`src/sv/lobfm_pkg.sv`:
```
// shared types and constants for the limit order book matcher
`timescale 1ns / 1ps
package lobfm_pkg;

   localparam int WORD_BITS = 32;
   localparam int WORD_LG   = 5;
   localparam int TOTAL_W   = 36;
   localparam int REQ_W     = 144;
   localparam int RSP_W     = 200;

   typedef enum logic [1:0] {
      KIND_FILL  = 2'd0,
      KIND_ERROR = 2'd1,
      KIND_SUM   = 2'd2
   } kind_type;

   typedef enum logic [1:0] {
      ERR_NONE  = 2'd0,
      ERR_EMPTY = 2'd1,
      ERR_FULL  = 2'd2,
      ERR_LIMIT = 2'd3
   } err_type;

   typedef enum logic [3:0] {
      ST_CLEAR,
      ST_IDLE,
      ST_RED,
      ST_ORD,
      ST_FILL,
      ST_BMCLR,
      ST_SCAN,
      ST_SCANCHK,
      ST_NEW,
      ST_NEWLVL,
      ST_NBSET,
      ST_SUM
   } state_type;

endpackage

```
`src/sv/lobfm_bitscan.sv`:
```
// find the highest or lowest set bit of one occupancy word
`timescale 1ns / 1ps
module lobfm_bitscan
   import lobfm_pkg::*;
(
   input  logic [WORD_BITS-1:0] word,
   input  logic                 lowest,
   output logic                 found,
   output logic [WORD_LG-1:0]   idx
);
   always_comb begin
      found = |word;
      idx   = '0;
      for (int i = 0; i < WORD_BITS; i++) begin
         if (!lowest && word[i]) begin
            idx = WORD_LG'(i);
         end
         if (lowest && word[WORD_BITS-1-i]) begin
            idx = WORD_LG'(WORD_BITS-1-i);
         end
      end
   end
endmodule

```
`config.mk`:
```
export PLATFORM = sky130hd
export DESIGN_NAME = lobfm_bitscan
export DESIGN_NICKNAME = d
export VERILOG_FILES = /design/src/sv/lobfm_pkg.sv /design/src/sv/lobfm_bitscan.sv
export SDC_FILE = /design/constraint.sdc
export NUM_CORES = 1
export LEC_CHECK = 0
export BUFFER_PORTS_ARGS = -buffer_cell sky130_fd_sc_hd__buf_2
export CAP_MARGIN = 20
export CORE_ASPECT_RATIO = 1.2
export CORE_MARGIN = 10
export CORE_UTILIZATION = 30
export DETAILED_ROUTE_END_ITERATION = 10
export GPL_TIMING_DRIVEN = 0
export PLACE_DENSITY = 0.67
export SLEW_MARGIN = 5
export SYNTH_ARGS = -nofsm -noshare
export SYNTH_HDL_FRONTEND = slang
export SYNTH_SLANG_ARGS = --single-unit
```
`constraint.sdc`:
```
create_clock -name vclk -period 2.65
set_clock_uncertainty 0.05 [all_clocks]
set_input_delay 0 -clock vclk [all_inputs]
set_output_delay 0 -clock vclk [all_outputs]
set_load 0.02 [all_outputs]
```
==> Word-level counts from Yosys, hierarchy flattened <==
Index checks and enable logic that the tools add are counted.
{ "totals": {"input_bits": 33, "out_inout_bits": 6, "reg_bits": 0} }
{ "op_classes": {"n_mux": 63, "n_reduce_logical": 65} }
{ "ops": {"columns": ["op", "count"], "rows": [
  ["2-to-1 mux 5 bit", 63],
  ["logical AND 1 bit", 63],
  ["OR reduction 32 bit", 1],
  ["logical NOT 1 bit", 1]
]} }

==> Logic depth before layout (Yosys ltp) <==
{ "logic_depth": {"ltp_word": 64, "mapped_depth": 8, "ltp_nobuf": 6} }

==> Least setup slack after synthesis <==
OpenSTA, ideal clock, no wires.
{ "synth_path": {"path_type": "input-to-output", "startpoint": "input lowest", "endpoint": "output idx[2]", "cell_stages": 6, "arrival_ns": 1.305, "slack_ns": 1.295, "t_required_ns": 2.600, "cell_sequence": "clkbuf_8 buf_2 clkbuf_1 a21oi_1 o21ai_0 a221oi_1"} }
{ "synth_via": {"elab_chain_cells": 64, "word_cells_on_any_way": 127} }
{ "synth_lines": {"columns": ["item", "line_no", "rtl"], "rows": [
  ["start, declared", "lobfm_bitscan.sv:7", "input logic lowest,"],
  ["logical AND 1 bit or logical NOT 1 bit (tied branches)", "lobfm_bitscan.sv:18, lobfm_bitscan.sv:15", null],
  ["2-to-1 mux 5 bit or logical AND 1 bit (tied branches)", "lobfm_bitscan.sv:18, lobfm_bitscan.sv:15", null],
  ["2-to-1 mux 5 bit", "lobfm_bitscan.sv:15", "if (!lowest && word[i]) begin"],
  ["2-to-1 mux 5 bit", "lobfm_bitscan.sv:18", "if (lowest && word[WORD_BITS-1-i]) begin"],
  ["2-to-1 mux 5 bit", "lobfm_bitscan.sv:15", null],
  ["2-to-1 mux 5 bit", "lobfm_bitscan.sv:18", null],
  ["2-to-1 mux 5 bit", "lobfm_bitscan.sv:15", null],
  ["2-to-1 mux 5 bit", "lobfm_bitscan.sv:18", null],
  ["(+48 left out)", null, null],
  ["2-to-1 mux 5 bit", "lobfm_bitscan.sv:15", null],
  ["2-to-1 mux 5 bit", "lobfm_bitscan.sv:18", null],
  ["2-to-1 mux 5 bit", "lobfm_bitscan.sv:15", null],
  ["2-to-1 mux 5 bit", "lobfm_bitscan.sv:18", null],
  ["2-to-1 mux 5 bit", "lobfm_bitscan.sv:15", null],
  ["2-to-1 mux 5 bit", "lobfm_bitscan.sv:18", null],
  ["2-to-1 mux 5 bit", "lobfm_bitscan.sv:15", null],
  ["2-to-1 mux 5 bit (*)", "lobfm_bitscan.sv:18", null],
  ["end, declared", "lobfm_bitscan.sv:9", "output logic [WORD_LG-1:0] idx"]
]} }
Mark *: on every way between the ends. The rest lies on a longest branch, timed or not.

==> Worst setup path after layout <==
{ "layout_path": {"startpoint": "input word[30]", "endpoint": "output idx[0]"} }
{ "layout_via": {"elab_chain_cells": 62, "word_cells_on_any_way": 63} }
{ "layout_lines": {"columns": ["item", "line_no", "rtl"], "rows": [
  ["start, declared", "lobfm_bitscan.sv:6", "input logic [WORD_BITS-1:0] word,"],
  ["logical AND 1 bit", "lobfm_bitscan.sv:18", null],
  ["2-to-1 mux 5 bit", "lobfm_bitscan.sv:18", null],
  ["2-to-1 mux 5 bit", "lobfm_bitscan.sv:15", null],
  ["2-to-1 mux 5 bit", "lobfm_bitscan.sv:18", null],
  ["2-to-1 mux 5 bit", "lobfm_bitscan.sv:15", null],
  ["2-to-1 mux 5 bit", "lobfm_bitscan.sv:18", null],
  ["2-to-1 mux 5 bit", "lobfm_bitscan.sv:15", null],
  ["2-to-1 mux 5 bit", "lobfm_bitscan.sv:18", null],
  ["(+46 left out)", null, null],
  ["2-to-1 mux 5 bit", "lobfm_bitscan.sv:15", null],
  ["2-to-1 mux 5 bit", "lobfm_bitscan.sv:18", null],
  ["2-to-1 mux 5 bit", "lobfm_bitscan.sv:15", null],
  ["2-to-1 mux 5 bit", "lobfm_bitscan.sv:18", null],
  ["2-to-1 mux 5 bit (*)", "lobfm_bitscan.sv:15", null],
  ["2-to-1 mux 5 bit (*)", "lobfm_bitscan.sv:18", null],
  ["2-to-1 mux 5 bit (*)", "lobfm_bitscan.sv:15", null],
  ["2-to-1 mux 5 bit (*)", "lobfm_bitscan.sv:18", null]
]} }
Marked as above.

==> results.py <==
metrics = {
    "run_status": {
        "status": "finished, final reports clean",
    },
    "logic_synthesis": {
        "syn_avg_cell_area_um2": 5.700,
        "synthMuxAreaShare_pct": 1.301,
        "netlist_area_um2": 769.5,
        "synth_xor_area_share_pct": 0,
        "synth.yosys.seq_area_share_pct": 0,
        "synth_fp_nets": 168,
        "synthAdderAreaFrac_pct": 0,
        "syn_inst": 135,
        "synth_compound_area_share_pct": 45.85,
        "netlist-cell-type-count": 41,
        "synth_top_family_by_area": "simple AND/OR/NAND/NOR gates",
        "synth_simple_gate_area_share_pct": 46.34,
        "synth_warnings": 0,
    },
    "pwr": {
        "power.leakage_nw": 0.3900,
        "vdd_drop_max_uv": 72.63,
        "p_per_area_nw_per_um2": 144.5,
        "finalPower_uw": 144.7,
    },
    "worst_setup_path": {
        "end_kind": "output port",
        "startpoint_type": "input pin",
        "arrival_ns": 1.57,
        "crit_type": "in2out",
        "cp.required_ns": 2.60,
        "cp_max_fo": 4,
    },
    "placement": {
        "gp_congestion": 0.9551,
        "port_buffers": 38,
        "post-place-ws_ns": 1.030,
        "post_dp_cell_area_um2": 1001,
        "place_hpwl_mm": 2.495,
    },
    "global_routing": {
        "grt_pass1_vias": 1148,
        "grt-ovfl-total": 0,
        "grt_pass1_wl_mm": 4.850,
        "grtUsageTotal_pct": 11.16,
        "grt_max_degree": 11,
        "grt_antenna_before_repair": 0,
    },
    "finish": {
        "num-clock-buffers": 0,
        "area_growth_pct": 30.08,
        "nFillCells": 297,
        "seq_cells": 0,
        "final_area_um2": 1001,
        "nets": 208,
        "drive_above_1_share_pct": 26.59,
        "diodes": 0,
        "regArea_um2": 0,
    },
    "timing": {
        "finalSetupTns_ns": 0,
        "slew_headroom_pct": 63.04,
        "slew_viol_final": 0,
        "rsz0062_at_grt": "no",
        "fmax_mhz": 615.5,
        "hold_ws_ns": 0.3659,
        "setup_ws_ns": 1.025,
        "setup_viol": 0,
        "worst-slew-pin-transition_ns": 0.5493,
        "finalCritPeriodShare_pct": 61.30,
        "hold_viol_final": 0,
        "fin_crit_ns": 1.625,
    },
    "drt": {
        "drt-met1-wl_mm": 1.305,
        "drt_iter0_markers": 83,
        "via_per_inst": 5.699,
        "drc": 0,
        "vias": 1174,
        "top_layer": "met3",
        "ant_nets": 0,
        "drt_first_pass_iters": 4,
        "dr_wl_met3_um": 274,
        "wl_mm": 2.944,
        "route.met2.wl_mm": 1.365,
        "post_drt_wl_per_cell_um": 14.29,
    },
    "worst_hold_path": {
        "hold_path_class": "in2out",
        "min_path_cells": 5,
        "holdPathEnd": "idx[1]",
        "hold_path_startpoint": "word[0]",
    },
    "clock_network": {
        "post-cts-setup-buffers": 0,
        "cts-resized-gates": 0,
        "hold_buffers": 0,
    },
    "floorplanning": {
        "die_w_um": 66.23,
        "die_y_um": 75.48,
        "start_util_pct": 30.75,
        "num_io_pins": 39,
        "dieArea_um2": 4999,
        "fp.coreArea_um2": 2502,
        "std_cell_rows": 20,
    },
    "run": {
        "max_cap_violations": 0,
    },
}
==> layout by cell type, fill, tap and decap left out, types with 2 or more instances in the layout <==
cell type / count
a2111oi_0: 2
nand3_1: 7
a32oi_1: 2
o31ai_1: 6
or4_1: 2
o211ai_1: 2
nand2_1: 10
clkbuf_1: 2
inv_1: 4
nor2b_1: 3
nor2_1: 20
nand3b_1: 2
nor4_1: 3
a21oi_1: 16
buf_2: 40
or2_2: 2
a211oi_1: 2
o21ai_0: 10
o21a_1: 2
and3_1: 2
nor3b_1: 3
nor3_1: 12
==> metrics by stage <==
step / util, % / std cells
after CTS: 40.00 / 206
after global routing: 40.00 / 206
after floorplan: - / 135
final: 40.00 / 206
after global placement: 40.00 / 206
after detailed placement: 40.00 / 206
==> critical path, stage by stage <==
cell and delay, ns:
buf_2 0.12, nand2b_1 0.14, a221o_1 0.31, a21oi_1 0.16
a2111oi_0 0.09, or4_1 0.50, o211ai_2 0.08, buf_2 0.19
==> how the worst max path moves through the flow <==
stage                   from     end  cells after the start
floorplan             lowest  idx[2]                      6
global placement    word[30]  idx[0]                      8
detailed placement  word[30]  idx[0]                      8
CTS                 word[30]  idx[0]                      8
global route        word[27]  idx[2]                      7
finish              word[30]  idx[0]                      8
==> area by class of cell <==
type	count	area, µm²	share of cell area, %
Tap cell	33	41.29	4.125
Inverter	5	18.77	1.875
Multi-Input combinational cell	125	719.4	71.88
Timing Repair Buffer	38	190.2	19.00
Buffer	5	31.28	3.125
==> report_power, final <==
group          total (mW)  switching, mW  internal (mW)
clock network           0              0              0
logic               0.145         0.0865         0.0582
registers               0              0              0
==> per-layer routing <==
metal | track usage, % | up-vias
li1 | - | 601
met1 | 14.04 | 527
met2 | 20.13 | 46
met3 | 1.912 | 0
met4 | 0.4662 | 0
met5 | 0 | -
==> synth_stat cells, drive strengths merged, types with 3 or more instances <==
cell	count	area [µm²]
nor2	20	75.07
a21oi	16	80.08
nor3	12	60.06
nand2	10	37.54
o21ai	10	50.05
nand3	7	35.03
o31ai	6	45.04
inv	5	18.76
clkbuf	3	21.27
nor2b	3	18.77
nor3b	3	22.52
nor4	3	18.77
o211ai	3	27.52
or2	3	18.77
==> logic make-up after synthesis <==
logic type / Yosys count
and+or+nand+nor: 71
AOI/OAI and AO/OA: 53
buffers and inverters: 10
muxes: 1
Note: power is estimated with default switching activity, not from simulation.
