<file path="src/sv/lobfm_ram.sv">
// single port pair synchronous ram with registered read data
`timescale 1ns / 1ps
module lobfm_ram #(
   parameter int AW    = 4,
   parameter int WIDTH = 8
) (
   input  logic             clock,
   input  logic             we,
   input  logic [AW-1:0]    waddr,
   input  logic [WIDTH-1:0] wdata,
   input  logic             re,
   input  logic [AW-1:0]    raddr,
   output logic [WIDTH-1:0] rdata
);
   localparam int DEPTH = 2 ** AW;

   logic [WIDTH-1:0] mem [DEPTH];

   always_ff @(posedge clock) begin
      if (we) begin
         mem[waddr] <= wdata;
      end
      if (re) begin
         rdata <= mem[raddr];
      end
   end
endmodule

</file>
<file path="config.mk">
export PLATFORM = sky130hd
export DESIGN_NAME = lobfm_ram
export DESIGN_NICKNAME = d
export VERILOG_FILES = /design/src/sv/lobfm_ram.sv
export SDC_FILE = /design/constraint.sdc
export NUM_CORES = 1
export LEC_CHECK = 0
export ABC_AREA = 1
export BUFFER_PORTS_ARGS = -buffer_cell sky130_fd_sc_hd__buf_2
export CAP_MARGIN = 20
export CORE_ASPECT_RATIO = 0.8
export CORE_UTILIZATION = 53
export CTS_BUF_LIST = sky130_fd_sc_hd__clkbuf_8 sky130_fd_sc_hd__clkbuf_16
export DETAILED_ROUTE_END_ITERATION = 16
export MAX_ROUTING_LAYER = met4
export PLACE_DENSITY = 0.8
export RECOVER_POWER = 25
export SLEW_MARGIN = 20
export SYNTH_ARGS = -nofsm -noshare
export SYNTH_HDL_FRONTEND = slang
export SYNTH_SLANG_ARGS = --single-unit
</file>
<file path="constraint.sdc">
create_clock -name clock -period 1.4 [get_ports clock]
set_clock_uncertainty 0.15 [all_clocks]
set_input_delay 0.14 -clock clock [delete_from_list [all_inputs] [get_ports clock]]
set_output_delay 0.14 -clock clock [all_outputs]
set_load 0.005 [all_outputs]
</file>
### Word-level counts from Yosys, hierarchy flattened

Memories as Yosys holds them, arrays and structs flattened. A register that Yosys moved wholly into a read port is not among the register bits.
Cells that the tools add are included.

| storage, ports and cells | value |
|---|---|
| register bits | 0 |
| memory bits (writable) | 128 |
| input bits | 19 |
| output and inout port bits | 8 |
| word-level logic and storage cells | 3 |
| memories kept | 1 |

Memory list:

| name | words | bits a word | rd ports | clocked after memory_dff | write ports | line | RTL |
|---|---|---|---|---|---|---|---|
| mem | 16 | 8 | 1 | 1 | 1 | 17 | `logic [WIDTH-1:0] mem [DEPTH];` |

| cells by class | value |
|---|---|
| muxes and demuxes | 2 |

Operator list:

| operator | count |
|---|---|
| $mux W1 | 2 |

### Depth between registers and ports, before layout

Gate-level depths: netlist of run 1.

| depth | value |
|---|---|
| word-level depth | 2 |
| mapped depth | 8 |
| gate-level depth less buffers | 7 |

### Least setup slack after synthesis of run 1

No wires, ideal clock.

| path | value |
|---|---|
| path kind | input-to-reg |
| from | input port waddr[2] |
| to | memory mem[10][0] (enable) |
| arrival | 0.721 ns |
| data required time | 0.880 ns |
| path slack | 0.159 ns |
| stages | 2 |
| buffers on the path | 0 |
| path through | nand3b_1 > nor2_1 |

RTL lines:

| what | line | RTL |
|---|---|---|
| from (decl) | 9 | `input logic [AW-1:0] waddr,` |
| to (decl) | 17 |  |

No word-level cell before the write port.

==> reports/metrics.csv, run 1 <==
metric,value,unit
synth_cell_types,11,
postLayoutCellArea,6950,µm²
grt_pass1_wl,20500,µm
cts_sinks,136,
fill_cells,776,
port_buffers,26,
synth_simple_gate_area_frac,0.208,
die_w,119,µm
synth_top_family_by_area,simple AND/OR/NAND/NOR gates,
hold_end,rdata[2]$_DFFE_PP_,
dp_hpwl,8150,µm
fin_crit_sh,0.949,
synthMuxAreaShare,0,
synth_enable_flop_cells,136,
hp-class,in -> reg,
wirelength,13200,µm
synthAdderAreaFrac,0,
grt_pass1_vias,3797,
yosys-top-cells-area,"edfxtp_1 70%, nand2_1 11%, nand3_1 8.3%",
core-area,10500,µm²
critical_path_buf_inv_count,1,
routedWlPerCell,17.4,µm
min_delay_path_depth,5,
status,"finished, final reports clean",
p_leak,3.00,nW
rsz0062_at_grt,false,
h-tree-depth,4,
grt_max_degree,33,
placementRows,33,
cp.required,1.42,ns
insertion_delay,0.42,ns
hp-start,raddr[2],
synth_xor_area_frac,0,
cts_tree,yes,
crit_chain,inv_1 -> nand2_1 -> nand3_1 -> nand3_1 -> nand3_1 -> nand2_1,
drc,0,
ys_async_sr_fraction,0,
antenna_found_initial,0,
ys_dominant_reg_cell,edfxtp_1,
crit_type,reg -> reg,
clk_path_buf_depth,2,
r2r_start,mem[1][2]$_DFFE_PP_,
synth_most_common_cell,nand2_1,
root_buffer,clkbuf_16,
overflow,0,
placed_cell_area,6240,µm²
initial_core_util,0.558,
syn_nets,570,
netlist.area_leader.share,0.698,
gp_congestion,0.906,
finalHoldViolations,0,
clk_pin_slew,0.06,ns
area_growth,18.8,%
synth_warnings,0,
reg2reg_to,rdata[2]$_DFFE_PP_,
reg2reg_depth,6,
synthesis.area,5850,µm²
vias,4039,
startpoint_type,flop,
viasPerCell,5.32,
max_stage_delay,0.36,ns
multi_input_area,1220,µm²
drive_above_1_share,0.124,
layout.nets,627,
slowest_stage,edfxtp_1,
die_y,95.9,µm
setup_viol,0,
drv_slew,0,
p_per_area,1460,nW/µm²
yosysSeqAreaShare,0.698,
io_pins,27,
finalPower,0.0101,W
seq_area,4080,µm²
syn_area_per_cell,10.6,µm²
cp_top_family,simple AND/OR/NAND/NOR gates,
cts_inserted_buffers,17,
slew_headroom,0.386,
crit_fanout,1,
dieArea,11500,µm²
diodes,0,
peakVddDrop,1.12,mV
antenna_left,0,
synth_common_cells,"173 x nand2_1, 136 x edfxtp_1, 100 x inv_1",
synth_area_leader_cell,edfxtp_1,
first_pass_iters,5,
ys_seq_elements,136,
fin_crit,1.33,ns
drv_cap,0,
crit_top_cell,nand3_1,
drt-initial-drc-count,549,
end_kind,flop,
synth_compound_area_frac,0,
reg2reg_slack,0.07,ns
syn_inst,551,
worst_slew_pin_slew,0.921,ns
grtUsageTotal,0.261,
arrival,1.35,ns
fin_util,0.662,
fmax,0.752,GHz
==> layer usage <==
layer  up-vias  share of wire  global-route usage
met5         -              0                   -
met4         0          0.017               0.115
met3        23           0.10              0.0616
met2       248           0.45               0.387
met1      1876           0.42               0.348
li1       1892              -                   -
==> power by group <==
part	internal [W]	switching, W	leakage, nW
combinational	0.000189	0.000403	1.45
sequential	0.00459	0.0000284	1.24
clock	0.00331	0.00162	0.308
==> how the worst max path moves through the flow <==
stage | start | to | slack (ns) | cells after the start
5_1_grt | mem[7][5]$_DFFE_PP_ | rdata[5]$_DFFE_PP_ | 0.009 | 6
6_report | mem[1][2]$_DFFE_PP_ | rdata[2]$_DFFE_PP_ | 0.07 | 6
3_5_place_dp | raddr[0] | rdata[1]$_DFFE_PP_ | -0.08 | 9
2_1_floorplan | waddr[2] | mem[10][0]$_DFFE_PP_ | 0.16 | 2
3_3_place_gp | raddr[0] | rdata[0]$_DFFE_PP_ | -0.07 | 9
4_1_cts | mem[7][5]$_DFFE_PP_ | rdata[5]$_DFFE_PP_ | 0.08 | 6
==> sequential cells by signal, indices dropped and copies added (netlist names) <==
signal / flops
mem: 128
rdata: 8
==> worst reg2reg max path, cell delays in order, from the launching register on <==
cell      delay (ns)
edfxtp_1        0.36
inv_1           0.06
nand2_1         0.05
nand3_1         0.08
nand3_1         0.18
nand3_1         0.14
nand2_1         0.06
==> cells in the final DEF (no fill, tap or decap), drive strengths merged <==
cell | netlist | final
nand2 | 173 | 173
edfxtp | 136 | 136
inv | 102 | 102
nand3 | 97 | 97
buf | 24 | 45
clkbuf | 0 | 27
nor2 | 17 | 17
dlygate4sd3 | 0 | 7
bufinv | 0 | 6
clkinv | 0 | 4
clkinvlp | 0 | 3
nand3b | 2 | 2
==> final cells by class <==
cell class / instances / share of cell area
Sequential cell: 136 / 0.588
Multi-Input combinational cell: 289 / 0.175
Timing Repair Buffer: 62 / 0.0620
Clock buffer: 17 / 0.0613
Inverter: 102 / 0.0551
Clock inverter: 13 / 0.0330
Tap cell: 140 / 0.0252
==> repair_timing <==
action / in CTS / in global routing
setup endpoints to repair: 0 / 1
hold endpoints to repair: 75 / 2
hold buffers: 6 / 1
setup buffers: 0 / 0
gates resized for setup: 0 / 1
==> kinds of logic (layout without fill, tap and decap cells) <==
group | after synthesis | in the layout
simple gates | 289 | 289
buf+inv | 126 | 194
flops | 136 | 136
==> stage by stage <==
stage                     hold slack (ns)  TNS (ns)  instances  worst slack (ns)
after detailed placement            0.353    -0.460        722           -0.0810
after global routing               0.0938         0        759           0.00855
after floorplan                    0.0889         0        551             0.159
after CTS                         0.00128         0        758            0.0842
final                              0.0857         0        759            0.0711
after global placement              0.352    -0.283        722           -0.0682
(Power assumes the default switching activity.)
==> inputs of run 2 (changes only) <==
- ABC_AREA: 1 -> not set
- CTS_BUF_LIST: sky130_fd_sc_hd__clkbuf_8 sky130_fd_sc_hd__clkbuf_16 -> not set
- PLACE_DENSITY: 0.8 -> 0.81
==> run 2 against run 1 <==
Against the previous run: the flow now finishes with violations (setup timing); cell count shrank 43%; combinational power down 18%; non-clock buffer count down 3; synthesized cell count shrank 58%; largest cell class unchanged.
==> reports/metrics.csv, run 2 <==
metric,value,unit,change
status,finished with violations,,
violations,setup timing,,
startpoint_type,flop,,
whs,0.154,ns,+0.0688 ns
end_kind,flop,,
slowest_stage,mux4_2,,
io_pins,27,,unchanged
core-area,9610,µm²,-8.4%
synth_common_cells,"136 x edfxtp_1, 18 x mux4_2, 16 x a22oi_1",,
mostFrequentLayoutCells,"136 x edfxtp_1, 32 x mux4_2, 20 x buf_2",,
yosysSeqAreaShare,0.781,,+0.0828
finalHoldViolations,0,,unchanged
drv_slew,0,,unchanged
synth_warnings,0,,unchanged
cp_top_family,multiplexers,,
dr.max_layer_used,met4,,
fmax,0.649,GHz,-14%
largest_register,mem,,
max_stage_delay,0.50,ns,+0.14 ns
grtUsageTotal,0.226,,-0.0355
insertion_delay,0.41,ns,about the same
fin_crit,1.54,ns,+0.211 ns
grt_pass1_vias,2638,,-31%
crit_fanout,1,,unchanged
setup.worst_path.start,mem[3][6]$_DFFE_PP_,,
root_buffer,clkbuf_16,,
cts_sinks,136,,unchanged
top_regs,"mem x128, rdata x8",,
h-tree-depth,4,,unchanged
antenna_found_initial,0,,unchanged
wl_met3,720,µm,-48%
synth_most_common_cell,edfxtp_1,,
synth_cell_types,18,,+7
ys_seq_elements,136,,unchanged
worst_slew_pin_slew,0.975,ns,+0.0543 ns
clk_path_buf_depth,2,,unchanged
crit_type,reg -> reg,,
p_per_area,1470,nW/µm²,+0.68%
cp.required,1.41,ns,about the same
dieArea,10300,µm²,-10%
port_buffers,26,,unchanged
fin_tns_setup,-0.938,ns,-0.938 ns
layout.nets,316,,-50%
overflow,0,,unchanged
gp_congestion,0.739,,-18%
grt_max_degree,21,,-36%
setup_ws,-0.140,ns,-0.211 ns
drt-met1-wl,4160,µm,-26%
syn_nets,248,,-56%
ys_async_sr_fraction,0,,unchanged
slew_headroom,0.348,,-0.0386
drive_above_1_share,0.384,,+0.259
synth_area_leader_cell,edfxtp_1,,
wl_met2,4900,µm,-19%
critical_path_buf_inv_count,0,,-1
hp-start,waddr[1],,
initial_core_util,0.544,,-0.0135
netlist.area_leader.share,0.781,,+0.0828
diodes,0,,unchanged
dp.cells,388,,-46%
crit_chain,mux4_2 -> a22oi_2 -> nand2_1,,
synth_enable_flop_cells,136,,unchanged
largest_reg_flops,128,,unchanged
wirelength,9870,µm,-25%
p_leak,2.11,nW,-30%
syn_area_per_cell,22.8,µm²,+120%
die_y,90.8,µm,-5.3%
hp-class,in -> reg,,
fin_crit_sh,1.10,,+0.151
area_growth,22.1,%,
cts_inserted_buffers,17,,unchanged
dpl_worst_slack,-0.447,ns,-0.366 ns
cts_tree,yes,,
syn_inst,229,,-58%
placementRows,32,,-3.0%
peakVddDrop,1.29,mV,+16%
fin_util,0.664,,+0.00194
mostFrequentLayoutCell,edfxtp_1,,
clk_pin_slew,0.05,ns,about the same
grt_pass1_wl,15300,µm,-25%
arrival,1.55,ns,+0.20 ns
antenna_left,0,,unchanged
drc,0,,unchanged
vias,2484,,-38%
first_pass_iters,4,,-1
ys_dominant_reg_cell,edfxtp_1,,
yosys-top-cells-area,"edfxtp_1 78%, mux4_2 7.8%, mux4_1 7.0%",,
drv_cap,0,,unchanged
synthesis.area,5230,µm²,-11%
drt-initial-drc-count,179,,-67%
die_w,113,µm,-5.4%
r2r_start,mem[3][6]$_DFFE_PP_,,
dp_hpwl,6100,µm,-25%
rsz0062_at_grt,true,,
viasPerCell,5.79,,+8.8%
final_cell_count_no_fill,429,,-43%
setup_viol,8,,+8
routedWlPerCell,23.0,µm,+32%
run 2: cell count changes in the layout (fill, tap and decap cells not counted), sizes merged, moves of 3 or more:
cell	before	now
nand2	173	9
nand3	97	1
bufinv	6	3
mux4	0	32
nor3	0	4
buf	45	41
nor2	17	13
clkinv	4	8
inv	102	0
a22oi	0	16
run 2: per-stage QoR:
| stage | power (W) | instance area, µm² |
|---|---|---|
| floorplan | 0.00495 | 5250 |
| CTS | 0.00945 | 6380 |
| global placement | 0.00513 | 5690 |
| global route | 0.00965 | 6380 |
| detailed placement | 0.00515 | 5690 |
| finish | 0.00938 | 6380 |
run 2: metal layers:
layer / GRT usage / vias up
met2: 0.336 / 102
met3: 0.0738 / 13
met4: 0.0713 / 0
li1: - / 1104
met1: 0.298 / 1265
met5: - / -
run 2: cell type report:
| class | count | area [µm²] |
|---|---|---|
| Sequential cell | 136 | 4080 |
| Fill cell | 620 | 3230 |
| Multi-Input combinational cell | 83 | 1100 |
| Timing Repair Buffer | 59 | 484 |
| Clock buffer | 20 | 437 |
| Tap cell | 119 | 149 |
| Clock inverter | 12 | 133 |
run 2: logic make-up (layout without fill, tap and decap cells):
group,Yosys count,count (layout),share of synthesized area
AO/OA/AOI/OAI,16,16,0.0230
buffers and inverters,10,91,0.0165
flip-flops,136,136,0.781
multiplexers,32,32,0.148
AND/OR/NAND/NOR,35,35,0.0314
run 2: path summary, 6_finish.rpt:
| check | end | slack, ns | depth (start not counted) |
|---|---|---|---|
| worst max-delay path | rdata[6]$_DFFE_PP_ | -0.14 | 3 |
| worst max register to register | rdata[6]$_DFFE_PP_ | -0.14 | 3 |
| worst min register to register | rdata[1]$_DFFE_PP_ | 0.62 | 3 |
| worst min-delay path | mem[0][0]$_DFFE_PP_ | 0.15 | 3 |
run 2: worst register-to-register path: cells and delay by family (launching register included):
kind               cells  cell delay [ns]
and+or+nand+nor        1             0.07
DFF                    1             0.38
AOI/OAI and AO/OA      1             0.19
muxes                  1             0.50
run 2: what timing repair did:
item,4_1_cts,5_1_grt
pin swaps,10,1
hold endpoints to repair,136,0
buffers inserted,0,0
hold buffers,9,0
resized for setup,9,3
setup endpoints to repair,8,8
run 2: where the power goes:
part | internal (W) | switching (W)
Combinational | 0.000230 | 0.000258
Clock | 0.00276 | 0.00152
Sequential | 0.00459 | 0.0000278
